File: src/rtl/core/sdbs_pkg.sv
// ============================================================================
// sdbs_pkg: shared types and constants for Sigma-Delta background subtraction
// Holds the frame geometry, the item and result records, the configuration
// record and the configuration register codes.
// ============================================================================
`default_nettype none

package sdbs_pkg;

    // Frame geometry; the pixel address is taken modulo the frame size,
    // which must be a power of two no larger than the address port allows.
    localparam int FRAME_PIXELS = 65536;
    localparam int ADDR_W       = $clog2(FRAME_PIXELS);
    localparam int IN_ADDR_W    = 16;

    localparam int PIX_W  = 8;
    localparam int GAIN_W = 4;
    localparam int VAR_W  = 8;
    localparam int PROD_W = GAIN_W + PIX_W;
    localparam int STATE_W = PIX_W + VAR_W;

    // Queue depths (powers of two)
    localparam int IQ_DEPTH = 4;
    localparam int IQ_PTR_W = $clog2(IQ_DEPTH);
    localparam int IQ_CNT_W = $clog2(IQ_DEPTH + 1);
    localparam int OQ_DEPTH = 2;
    localparam int OQ_PTR_W = $clog2(OQ_DEPTH);
    localparam int OQ_CNT_W = $clog2(OQ_DEPTH + 1);

    // Configuration port
    localparam int CFG_IDX_W  = 2;
    localparam int CFG_DATA_W = 8;

    localparam logic [CFG_IDX_W-1:0] CFG_GAIN = 2'd0;
    localparam logic [CFG_IDX_W-1:0] CFG_VMIN = 2'd1;
    localparam logic [CFG_IDX_W-1:0] CFG_VMAX = 2'd2;

    localparam logic [GAIN_W-1:0] GAIN_RST = 4'd2;
    localparam logic [VAR_W-1:0]  VMIN_RST = 8'd1;
    localparam logic [VAR_W-1:0]  VMAX_RST = 8'd254;

    typedef enum logic {
        OP_INIT   = 1'b0,
        OP_UPDATE = 1'b1
    } t_op;

    typedef struct packed {
        t_op               op;
        logic [ADDR_W-1:0] addr;
        logic [PIX_W-1:0]  pix;
    } t_item;

    typedef struct packed {
        logic [GAIN_W-1:0] gain;
        logic [VAR_W-1:0]  vmin;
        logic [VAR_W-1:0]  vmax;
    } t_cfg;

    typedef struct packed {
        logic [PIX_W-1:0] diff;
        logic             motion;
    } t_result;

endpackage

`default_nettype wire

File: src/rtl/core/sdbs_front.sv
// ============================================================================
// sdbs_front: input side of the pixel pipeline
// Decodes the opcode, folds the address into the frame and holds items in a
// short queue until the back end takes them.
// ============================================================================
`default_nettype none

module sdbs_front (
    input  wire logic                           i_clk,
    input  wire logic                           i_rst_n,
    input  wire logic                           i_push,
    output logic                                o_full,
    input  wire logic                           i_opcode,
    input  wire logic [sdbs_pkg::IN_ADDR_W-1:0] i_pixel_address,
    input  wire logic [sdbs_pkg::PIX_W-1:0]     i_pixel_value,
    output logic                                o_valid,
    output sdbs_pkg::t_item                     o_item,
    input  wire logic                           i_take
);

    sdbs_pkg::t_item                     r_q [sdbs_pkg::IQ_DEPTH];
    logic [sdbs_pkg::IQ_PTR_W-1:0]       r_wptr, r_rptr;
    logic [sdbs_pkg::IQ_CNT_W-1:0]       r_cnt;
    sdbs_pkg::t_item                     w_item;
    logic                                w_wr, w_rd;

    always_comb begin
        w_item.op   = i_opcode ? sdbs_pkg::OP_UPDATE : sdbs_pkg::OP_INIT;
        w_item.addr = i_pixel_address[sdbs_pkg::ADDR_W-1:0];
        w_item.pix  = i_pixel_value;
    end

    assign o_full  = (r_cnt == sdbs_pkg::IQ_CNT_W'(sdbs_pkg::IQ_DEPTH));
    assign o_valid = (r_cnt != '0);
    assign o_item  = r_q[r_rptr];
    assign w_wr    = i_push && !o_full;
    assign w_rd    = i_take && o_valid;

    always_ff @(posedge i_clk) begin
        if (w_wr) begin
            r_q[r_wptr] <= w_item;
        end
    end

    always_ff @(posedge i_clk) begin
        if (!i_rst_n) begin
            r_wptr <= '0;
            r_rptr <= '0;
            r_cnt  <= '0;
        end else begin
            if (w_wr) begin
                r_wptr <= r_wptr + 1'b1;
            end
            if (w_rd) begin
                r_rptr <= r_rptr + 1'b1;
            end
            case ({w_wr, w_rd})
                2'b10:   r_cnt <= r_cnt + 1'b1;
                2'b01:   r_cnt <= r_cnt - 1'b1;
                default: r_cnt <= r_cnt;
            endcase
        end
    end

endmodule

`default_nettype wire

File: config.mk
export PLATFORM = sky130hd
export DESIGN_NAME = sdbs_front
export DESIGN_NICKNAME = d
export VERILOG_FILES = /design/src/rtl/core/sdbs_pkg.sv /design/src/rtl/core/sdbs_front.sv
export SDC_FILE = /design/constraint.sdc
export NUM_CORES = 1
export LEC_CHECK = 0
export BUFFER_PORTS_ARGS = -buffer_cell sky130_fd_sc_hd__buf_4
export CAP_MARGIN = 40
export CORE_UTILIZATION = 61
export DETAILED_ROUTE_END_ITERATION = 8
export GPL_ROUTABILITY_DRIVEN = 0
export MAX_ROUTING_LAYER = met4
export PLACE_DENSITY = 0.95
export SLEW_MARGIN = 20
export SYNTH_ARGS = -nofsm -noshare
export SYNTH_HDL_FRONTEND = slang
export SYNTH_SLANG_ARGS = --single-unit
File: constraint.sdc
create_clock -name i_clk -period 3.4 [get_ports i_clk]
set_input_delay 0.51 -clock i_clk [delete_from_list [all_inputs] [get_ports i_clk]]
set_output_delay 0.51 -clock i_clk [all_outputs]
set_load 0.01 [all_outputs]
==> summary.txt, run 1 <==
Worst setup path
  • CP arrival: 1.89 ns
  • Crit path top cell by count: buf_4
  • Worst path required time: a little under 3 ns
  • Worst R2R Start: r_cnt[2]
  • Crit-path cells: buf_4 > mux4_2 > buf_4
  • Reg2reg path depth: 9
  • Levels on crit path: 3
  • Crit start category: register
  • R2r setup slk: around 1.2 ns
  • Worst-path fanout max: 15
  • Crit path to: o_item[19]
  • WP buf/inv: 2
  • FF-to-FF End: r_cnt[2]
  • Crit-path slowest cell: dfxtp_1
  • Top delay family on crit path: flip-flops
  • Crit. End Element: output pin
  • Largest incremental delay on the critical path: about 0.67 ns
  • Critical path class: reg2out

Route
  • DRT antenna net count: 0
  • Routed len/inst: approximately 20 microns
  • Drt pass-1 iters: 6
  • DRC errors left: 10
  • Vias per cell: just under 6
  • DR vias: around 1900
  • Iter 0 DRT Violations: between 150 and 200
  • Final wirelength: between 6000 and 7000 microns

Clock network
  • Root buf cell: clkbuf_8
  • Post-CTS setup buffer count: 0
  • CTS tree: yes
  • Clk_lat worst skew: around 0.35 ns
  • Clock Sinks: between 100 and 150
  • CTS buffer count: 9
  • # H-tree levels: 3
  • Clock-pin slew on the worst setup and hold paths: around 0.090 ns
  • CTS Hold Bufs: 0
  • CTS resizes: 0
  • Clock buffer depth: 2

Power
  • Logic pwr share: between 20% and 30%
  • Sw frac: about 25%
  • VDD IR max: 0.556 mV
  • Internal: approximately 2.7 mW
  • Clock group share of total power: between 20% and 30%
  • NetSw: just under 0.9 mW
  • Leak pwr: about 1.7 nW
  • Power per standard cell area: around 730 mW/mm^2
  • Seq pwr share: a little under half

Floorplan
  • Die X: 84.5 microns
  • Die height: approximately 84 microns
  • Initial core utilization: between 60% and 70%
  • Die area: 0.00714 sq mm
  • IO Pins: 56
  • Placement Rows: 29
  • Core ar.: 0.00646 sq mm

STA
  • Clk_skew: between 0.006 and 0.007 ns
  • Setup_tns: 0 ns
  • Fmax achieved: roughly 420 MHz
  • Fin. max-slew vios: 0
  • Hold Vio Cnt, Final: 0
  • RSZ-0062 raised after global routing: false
  • Crit path time final: 2.40 ns
  • Rel. slew slack: a little under two thirds
  • Final period util: a little over two thirds
  • Slew @ Worst Pin: 0.544 ns
  • Hold Slack: 0.354 ns
  • Final setup viols: 0

Synthesis
  • Cells after Synth: ~180
  • EDFF count, synth: 100
  • Avg Cell Area, Syn: about 23 sq um
  • Post-synth cell types: 24
  • Post-synthesis async set-or-reset flop share: 0%
  • Synthesized area: approximately 0.0041 sq mm
  • Yosys Warn Count: 0
  • Syn Nets: 218
  • Top FF cell, synth: edfxtp_1
  • Post-synthesis register bit count: between 100 and 150
  • Register area share after synthesis: 76.7%

Global route
  • Vias in the first global route: 1998
  • First-pass GRT wire length: around 10000 microns
  • Initial antenna violation count: 0
  • GRT Overall Usage: around a fifth
  • Largest net degree at the start of global routing: 26
  • Overflow after GRT: 0

Cells and area
  • Fin area: approximately 0.0049 sq mm
  • Net count, final: about 280
  • Fillers: ~350
  • Share of layout cells above drive strength 1: roughly two fifths
  • Ant. Diodes: 0
  • Area delta synth->final: 18.2%

Worst hold path
  • HP Class: in2reg

Outcome
  • Status: finished with violations
  • Violated checks: DRC

Placement
  • Cell Area, Placed: roughly 0.0046 sq mm
  • HPWL after detailed placement: approximately 4200 microns
  • Port bufs: between 50 and 60

Run
  • Max cap viols: 0
cells by family after synthesis:
family	count (synthesis)	share of synthesized area, %
AND/OR/NAND/NOR	18	2.56
flip-flops	109	76.7
AO/OA/AOI/OAI	5	1.03
multiplexers	27	14.5
XOR/XNOR	4	0.845
buffers and inverters	14	2.35
adder cells (fa/ha/maj)	6	1.99
state kept, by name, summed over array words and instances, names as in the netlist, named ones only:
register and cells:
r_wptr 2, r_cnt 3, r_rptr 2, r_q 100
per-layer routing:
layer	wire length, microns	global-route usage [%]
met5	0	-
met4	95	10.0
met3	288	4.03
met2	3560	35.5
met1	2750	25.6
layout make-up:
cell class / count / area (sq um) / area share, %
clock buffers: 10 / 128 / 2.60
clock inverters: 6 / 135 / 2.76
inverters: 6 / 22.5 / 0.459
multi-input cells: 60 / 868 / 17.7
flip-flops and latches: 109 / 3180 / 64.9
well taps: 77 / 96.3 / 1.96
repair buffers: 61 / 470 / 9.59
through the flow:
stage	cells	setup slack [ns]	utilization (%)	power (mW)
global placement	312	1.14	71.6	2.59
finish	329	0.995	75.9	3.57
detailed placement	313	1.16	71.9	2.65
floorplan	183	1.26	-	2.31
global route	329	0.893	75.9	3.72
CTS	329	0.971	75.9	3.61
worst min-delay path by stage:
stage	depth (start not counted)	startpoint	endpoint	slack (ns)
final	1	i_pixel_address[12]	r_q[0][20]	0.35
after global routing	1	i_pixel_address[12]	r_q[2][20]	0.33
after CTS	1	i_pixel_address[12]	r_q[0][20]	0.34
after detailed placement	2	r_wptr[1]	r_wptr[1]	0.50
after global placement	2	r_wptr[1]	r_wptr[1]	0.48
after floorplan	2	r_wptr[1]	r_wptr[1]	0.47
Yosys cell counts (all sizes together), types with 2 or more instances:
cell type	instances	area, sq um
buf	6	66.3
o21ai	2	10.0
mux4	25	582
inv	6	22.5
nor2b	3	18.8
clkbuf	2	8.75
or3	2	12.5
mux2i	2	20.0
and2	7	43.8
nand2	5	18.8
xnor2	3	26.3
dfxtp	9	180
edfxtp	100	3000
ha	5	62.6
cells in the final DEF, fill, tap and decap left out:
master / instances
edfxtp_1: 100
buf_4: 60
mux4_2: 20
clkbuf_8: 9
dfxtp_1: 8
and2_1: 7
inv_1: 6
mux4_1: 5
nand2_1: 5
ha_1: 5
bufinv_16: 4
nor2b_1: 3
xnor2_1: 3
or3_1: 2
mux2i_1: 2
o21ai_0: 2
clkinvlp_4: 2
o31a_1: 1
nor3b_2: 1
o311ai_2: 1
xor2_1: 1
a21boi_0: 1
fa_1: 1
dfxtp_2: 1
clkbuf_1: 1
buf_12: 1
power by group through the flow:
| stage | clock network, mW | logic [mW] | registers (mW) |
|---|---|---|---|
| 6_report | 0.965 | 0.891 | 1.71 |
| 3_5_place_dp | 0 | 0.904 | 1.75 |
| 3_3_place_gp | 0 | 0.801 | 1.79 |
| 4_1_cts | 0.982 | 0.909 | 1.72 |
| 5_1_grt | 1.03 | 0.955 | 1.73 |
| 2_1_floorplan | 0 | 0.622 | 1.69 |
Note: power is estimated with default switching activity, not from simulation.
==> run 2, diff against run 1 <==
--- a/config.mk
+++ b/config.mk
@@ -7,11 +7,11 @@
 export LEC_CHECK = 0
 export BUFFER_PORTS_ARGS = -buffer_cell sky130_fd_sc_hd__buf_4
 export CAP_MARGIN = 40
-export CORE_UTILIZATION = 61
+export CORE_UTILIZATION = 51
 export DETAILED_ROUTE_END_ITERATION = 8
 export GPL_ROUTABILITY_DRIVEN = 0
 export MAX_ROUTING_LAYER = met4
-export PLACE_DENSITY = 0.95
+export PLACE_DENSITY = 0.86
 export SLEW_MARGIN = 20
 export SYNTH_ARGS = -nofsm -noshare
 export SYNTH_HDL_FRONTEND = slang
==> constraint.sdc (replaced) <==
create_clock -name i_clk -period 2.2 [get_ports i_clk]
set_input_delay 0.33 -clock i_clk [delete_from_list [all_inputs] [get_ports i_clk]]
set_output_delay 0.33 -clock i_clk [all_outputs]
set_load 0.01 [all_outputs]
==> run 2 against run 1 <==
Net effect:
- the flow now finishes without violations
- clock skew is 0.00060 ns lower
- flip-flop and latch count stayed put
- worst hold slack worse by 0.20 ns
- via count is 0.78% higher
- sequential share of layout area is 0.12 points lower
- global-route usage is 2.9 points lower
- critical path depth stayed put
- largest cell class unchanged
- largest power group unchanged
==> summary.txt, run 2 (synthesis gave the netlist of run 1 again) <==
Cells and area
  • Fin area: 0.00492 sq mm (+0.38%)
  • Commonest non-fill, non-tap cell in the layout: edfxtp_1
  • Area delta synth->final: 18.7%
  • Ant. Diodes: 0 (unchanged)
  • Reg with most FFs: r_q
  • Share of layout cells above drive strength 1: 41.5% (+2.2 points)
  • Commonest cells after routing, fill and taps aside: edfxtp_1, buf_4, mux4_2
  • Top flop regs: r_q x100, r_cnt x3
  • Max reg flops: 100 (unchanged)
  • Net count, final: 288 (+2.1%)

Route
  • DR vias: 1935 (+0.78%)
  • Vias per cell: 5.38 (-7.9%)
  • Routed len/inst: 18.8 microns (-7.6%)
  • Final wirelength: 6770 microns (+1.1%)
  • Iter 0 DRT Violations: 133 (-19%)
  • DRC errors left: 0 (-10)
  • Drt pass-1 iters: 4 (-2)
  • DRT antenna net count: 0 (unchanged)

Global route
  • First-pass GRT wire length: 10800 microns (+3.5%)
  • Initial antenna violation count: 0 (unchanged)
  • Overflow after GRT: 0 (unchanged)
  • GRT Overall Usage: 18.4% (-2.9 points)
  • Vias in the first global route: 2101 (+5.2%)
  • Largest net degree at the start of global routing: 26 (unchanged)

Run
  • Max cap viols: 0 (unchanged)

Clock network
  • CTS buffer count: 9 (unchanged)
  • Clock buffer depth: 2 (unchanged)
  • Clock-pin slew on the worst setup and hold paths: 0.10 ns (about the same)
  • Root buf cell: clkbuf_8
  • # H-tree levels: 3 (unchanged)
  • CTS tree: yes
  • Clock Sinks: 109 (unchanged)
  • Clk_lat worst skew: 0.36 ns (about the same)

Power
  • Power per standard cell area: 1050 mW/mm^2 (+44%)
  • Leak pwr: 1.69 nW (+0.12%)
  • VDD IR max: 0.687 mV (+24%)

Worst setup path
  • Worst R2R Start: r_cnt[2]
  • Top delay family on crit path: multiplexers
  • Worst path required time: 1.87 ns (-1.02 ns)
  • Crit path top cell by count: buf_4
  • Crit start category: register
  • Largest incremental delay on the critical path: 0.52 ns (-0.15 ns)
  • FF-to-FF End: r_cnt[2]
  • Critical path class: reg2out
  • Worst-path fanout max: 12 (-3)
  • CP arrival: 1.78 ns (-0.11 ns)
  • WP buf/inv: 2 (unchanged)
  • Crit-path slowest cell: mux4_2
  • Reg2reg path depth: 9 (unchanged)
  • Crit-path cells: buf_4 > mux4_2 > buf_4
  • Crit. End Element: output pin
  • R2r setup slk: 0.14 ns (-1.03 ns)

Worst hold path
  • Hold Path Origin: i_pixel_address[5]
  • WHS Endpoint: r_q[3][13]
  • HP Class: in2reg
  • Hold depth: 1 (unchanged)

Floorplan
  • Core ar.: 0.00781 sq mm (+21%)
  • Die area: 0.00850 sq mm (+19%)
  • Die height: 92.2 microns (+9.1%)
  • IO Pins: 56 (unchanged)
  • Die X: 92.2 microns (+9.1%)
  • Placement Rows: 32 (+10%)
  • Initial core utilization: 53.1% (-11 points)

STA
  • Rel. slew slack: 78.7% (+15 points)
  • Hold Vio Cnt, Final: 0 (unchanged)
  • Worst Setup Slack, final: 0.0945 ns (-0.901 ns)
  • Fin. max-slew vios: 0 (unchanged)
  • Final setup viols: 0 (unchanged)
  • Slew @ Worst Pin: 0.320 ns (-0.224 ns)
  • RSZ-0062 raised after global routing: false
  • Crit path time final: between 2 and 2.5 ns
  • Clk_skew: 0.00601 ns (-0.000600 ns)
  • Final period util: between 90% and 100%
  • Setup_tns: 0 ns (unchanged)
  • Fmax achieved: about 470 MHz

Placement
  • HPWL after detailed placement: 4560 microns (+8.2%)
  • Pre-CTS setup slack: 0.0891 ns (-1.07 ns)
  • Port bufs: 55 (unchanged)
  • Cell Area, Placed: 0.00474 sq mm (+2.0%)

Outcome
  • Status: completed
-- run 2: cell count changes in the layout (fill, tap and decap cells not counted) --
cell / before / now
buf_12: 1 / 3
buf_4: 60 / 64
bufinv_16: 4 / 0
clkinv_1: 0 / 1
clkinv_4: 0 / 2
clkinvlp_4: 2 / 1
dfxtp_1: 8 / 5
dfxtp_2: 1 / 3
dfxtp_4: 0 / 1
inv_6: 0 / 2
-- run 2: worst register-to-register path: stages, from the launching register on --
cell and delay, ns:
dfxtp_2 0.38, nor3b_2 0.20, nor2b_1 0.09, inv_1 0.06
ha_1 0.17, inv_1 0.06, fa_1 0.37, xor2_1 0.17
or3_1 0.30, a21boi_0 0.18
-- run 2: timing repair --
| item | in CTS | in global routing |
|---|---|---|
| pin swaps | 0 | 1 |
| resized for setup | 1 | 3 |
| endpoints found under the setup margin | 15 | 1 |
| buffers inserted | 0 | 1 |
| hold buffers | 0 | 0 |
-- run 2: where the power goes --
| part | total, mW | internal, mW | switching [mW] |
|---|---|---|---|
| Combinational | 1.44 | 0.828 | 0.609 |
| Clock | 1.06 | 0.420 | 0.639 |
| Sequential | 2.66 | 2.51 | 0.149 |
| Total | 5.16 | 3.76 | 1.40 |
-- run 2: layer usage --
metal,GRT usage (%),wire [microns],vias to the layer above
li1,-,-,878
met1,21.3,2670,992
met2,30.8,3680,56
met3,5.97,340,9
met4,5.34,84,0
met5,-,0,-
-- run 2: layout make-up --
cell class | count | area, sq um
sequential | 109 | 3190
fill | 541 | 2880
multi-input combinational | 60 | 868
timing repair buffer | 67 | 541
clock buffer | 10 | 128
tap | 102 | 128
clock inverter | 6 | 46.3
inverter | 6 | 22.5
-- run 2: how the worst max path moves through the flow --
stage / start / endpoint / slack [ns] / depth (start not counted)
4_1_cts: register / o_item[23] / 0.04 / 3
3_3_place_gp: r_cnt[2] / r_cnt[2] / 0.24 / 9
3_5_place_dp: r_cnt[2] / r_cnt[2] / 0.09 / 9
5_1_grt: register / o_item[23] / 0.005 / 3
6_report: register / o_item[23] / 0.09 / 3
2_1_floorplan: r_cnt[2] / r_cnt[2] / 0.06 / 10
-- run 2: stage by stage --
stage / utilization (%) / power, mW / hold WS (ns) / std cells
2_1_floorplan: - / 3.57 / 0.429 / 183
3_3_place_gp: 60.7 / 4.11 / 0.483 / 343
3_5_place_dp: 60.7 / 4.16 / 0.516 / 343
4_1_cts: 62.9 / 5.22 / 0.131 / 359
5_1_grt: 63.1 / 5.40 / 0.126 / 360
6_report: 63.1 / 5.16 / 0.157 / 360
==> run 3, diff against run 2 <==
--- a/config.mk
+++ b/config.mk
@@ -12,6 +12,7 @@
 export GPL_ROUTABILITY_DRIVEN = 0
 export MAX_ROUTING_LAYER = met4
 export PLACE_DENSITY = 0.86
+export REMOVE_ABC_BUFFERS = 1
 export SLEW_MARGIN = 20
 export SYNTH_ARGS = -nofsm -noshare
 export SYNTH_HDL_FRONTEND = slang
==> run 3 against run 2 <==
Net effect:
- clock power about the same
- cell count shrank 1.4%
- flip-flop and latch count unchanged
- via count down 2.5%
- clock-buffer cell count unchanged
- setup slack better by 0.044 ns
- clock skew up 0.0014 ns
- utilization is 0.19 points lower
- sequential share of layout area grew 0.096 points
- critical path type is now reg2reg
- critical endpoint is now r_cnt[2]
- highest routed layer unchanged
==> summary.txt, run 3 (synthesis gave the netlist of run 1 again) <==
Worst setup path
  • Worst-path fanout max: 6 (-6)
  • Crit. End Element: register
  • R2r setup slk: 0.14 ns (about the same)
  • Worst R2R Start: r_cnt[1]
  • Worst path required time: 2.48 ns (+0.61 ns)
  • Crit start category: register
  • Critical path class: reg2reg
  • Reg2reg path depth: 9 (unchanged)
  • CP arrival: 2.34 ns (+0.56 ns)
  • FF-to-FF End: r_cnt[2]

Power
  • VDD IR max: 0.661 mV (-3.8%)
  • Leak pwr: 1.67 nW (-1.2%)
  • Power per standard cell area: 1040 mW/mm^2 (-0.50%)

STA
  • Hold Vio Cnt, Final: 0 (unchanged)
  • Setup_tns: 0 ns (unchanged)
  • Fmax achieved: 485 MHz (+2.1%)
  • Slew @ Worst Pin: 0.358 ns (+0.0385 ns)
  • Final setup viols: 0 (unchanged)
  • Rel. slew slack: 76.1% (-2.5 points)
  • Clk_skew: 0.00740 ns (+0.00139 ns)
  • Crit path time final: 2.06 ns (-0.0441 ns)
  • Fin. max-slew vios: 0 (unchanged)
  • RSZ-0062 raised after global routing: false
  • Final period util: 93.7% (-2.0 points)

Route
  • Final wirelength: 6210 microns (-8.2%)
  • Iter 0 DRT Violations: 76 (-43%)
  • Vias per cell: 5.31 (-1.2%)
  • DRT antenna net count: 0 (unchanged)
  • DRC errors left: 0 (unchanged)
  • DR vias: 1886 (-2.5%)
  • Routed len/inst: 17.5 microns (-6.9%)
  • Drt pass-1 iters: 4 (unchanged)

Placement
  • Port bufs: 55 (unchanged)
  • Cell Area, Placed: 0.00473 sq mm (-0.11%)
  • HPWL after detailed placement: 3880 microns (-15%)
  • Placed cell count: 339 (-1.2%)

Global route
  • Initial antenna violation count: 0 (unchanged)
  • Vias in the first global route: 1978 (-5.9%)
  • First-pass GRT wire length: 9560 microns (-11%)
  • GRT Overall Usage: 16.2% (-2.2 points)
  • Overflow after GRT: 0 (unchanged)
  • Largest net degree at the start of global routing: 26 (unchanged)

Floorplan
  • Placement Rows: 32 (unchanged)
  • Die area: 0.00850 sq mm (unchanged)
  • Initial core utilization: 53.1% (unchanged)
  • IO Pins: 56 (unchanged)
  • Core ar.: 0.00781 sq mm (unchanged)
  • Die X: 92.2 microns (unchanged)
  • Die height: 92.2 microns (unchanged)

Worst hold path
  • Hold Path Origin: i_pixel_address[0]
  • HP Class: in2reg
  • Hold depth: 1 (unchanged)
  • WHS Endpoint: r_q[2][8]

Clock network
  • # H-tree levels: 3 (unchanged)
  • Clock Sinks: 109 (unchanged)
  • Clk_lat worst skew: 0.36 ns (about the same)
  • CTS buffer count: 9 (unchanged)
  • Root buf cell: clkbuf_8
  • CTS tree: yes
  • Clock-pin slew on the worst setup and hold paths: 0.10 ns (about the same)
  • Clock buffer depth: 2 (unchanged)

Outcome
  • Status: completed

Cells and area
  • Area of the multi-input gates: 868 sq um (unchanged)
  • Commonest non-fill, non-tap cell in the layout: edfxtp_1
  • Final Util: 62.9% (-0.19 points)
  • Post-route insts no fill: 355 (-1.4%)
  • Fillers: 568 (+5.0%)
  • Fin area: 0.00491 sq mm (-0.30%)
  • Net count, final: 283 (-1.7%)
  • Register area: 0.00319 sq mm (-0.16%)
  • Share of layout cells above drive strength 1: 39.5% (-1.9 points)
  • Ant. Diodes: 0 (unchanged)
  • Area delta synth->final: 18.3%
  • Max reg flops: 100 (unchanged)
  • Top flop regs: r_q x100, r_cnt x3
  • Commonest cells after routing, fill and taps aside: edfxtp_1, buf_4, mux4_2
  • Reg with most FFs: r_q

Run
  • Max cap viols: 0 (unchanged)
## run 3: cell count changes in the layout (fill, tap and decap cells not counted)
cell | previous run | this run
dfxtp_1 | 5 | 7
inv_6 | 2 | 0
inv_8 | 0 | 1
buf_12 | 3 | 5
clkinv_4 | 2 | 3
dfxtp_2 | 3 | 2
dfxtp_4 | 1 | 0
buf_4 | 64 | 57
## run 3: metal layers
layer	GRT usage [%]	vias to the layer above	wire, microns
li1	-	867	-
met1	18.9	950	2660
met2	27.0	56	3130
met3	3.65	13	319
met4	7.03	0	108
met5	-	-	0
## run 3: per-stage QoR
stage	setup slack, ns	hold WS, ns	total power [mW]
CTS	0.0780	0.145	5.18
detailed placement	0.0897	0.493	4.14
finish	0.139	0.163	5.11
floorplan	0.00552	0.429	3.46
global route	0.0180	0.149	5.34
global placement	0.221	0.487	4.10
## run 3: cell type report
class / instances / area share [%]
inverter: 6 / 0.459
tap: 102 / 2.60
clock inverter: 6 / 0.994
clock buffer: 10 / 2.60
sequential: 109 / 64.9
multi-input combinational: 60 / 17.7
timing repair buffer: 62 / 10.8
## run 3: repair_timing
| item | in CTS | in global routing |
|---|---|---|
| gates resized for setup | 0 | 1 |
| setup buffers | 0 | 0 |
| hold buffers | 0 | 0 |
| endpoints found under the setup margin | 0 | 1 |
## run 3: worst max path at each step
stage / startpoint / to / slack, ns / cells after the start
2_1_floorplan: register / o_item[12] / 0.006 / 1
3_3_place_gp: r_cnt[2] / r_cnt[2] / 0.22 / 9
3_5_place_dp: r_cnt[2] / r_cnt[2] / 0.09 / 9
4_1_cts: r_cnt[2] / r_cnt[2] / 0.08 / 9
5_1_grt: r_cnt[1] / r_cnt[2] / 0.02 / 9
6_report: r_cnt[1] / r_cnt[2] / 0.14 / 9
## run 3: worst max-delay path: stages (launching register included)
cell      delay (ns)
dfxtp_1         0.38
nor3b_2         0.23
nor2b_1         0.08
inv_1           0.06
ha_1            0.18
inv_1           0.06
fa_1            0.37
xor2_1          0.16
or3_1           0.30
a21boi_0        0.17
## run 3: report_power, final
group | internal, mW | switching, mW | total (mW)
Combinational | 0.814 | 0.657 | 1.47
Clock | 0.422 | 0.632 | 1.05
Sequential | 2.50 | 0.0868 | 2.59
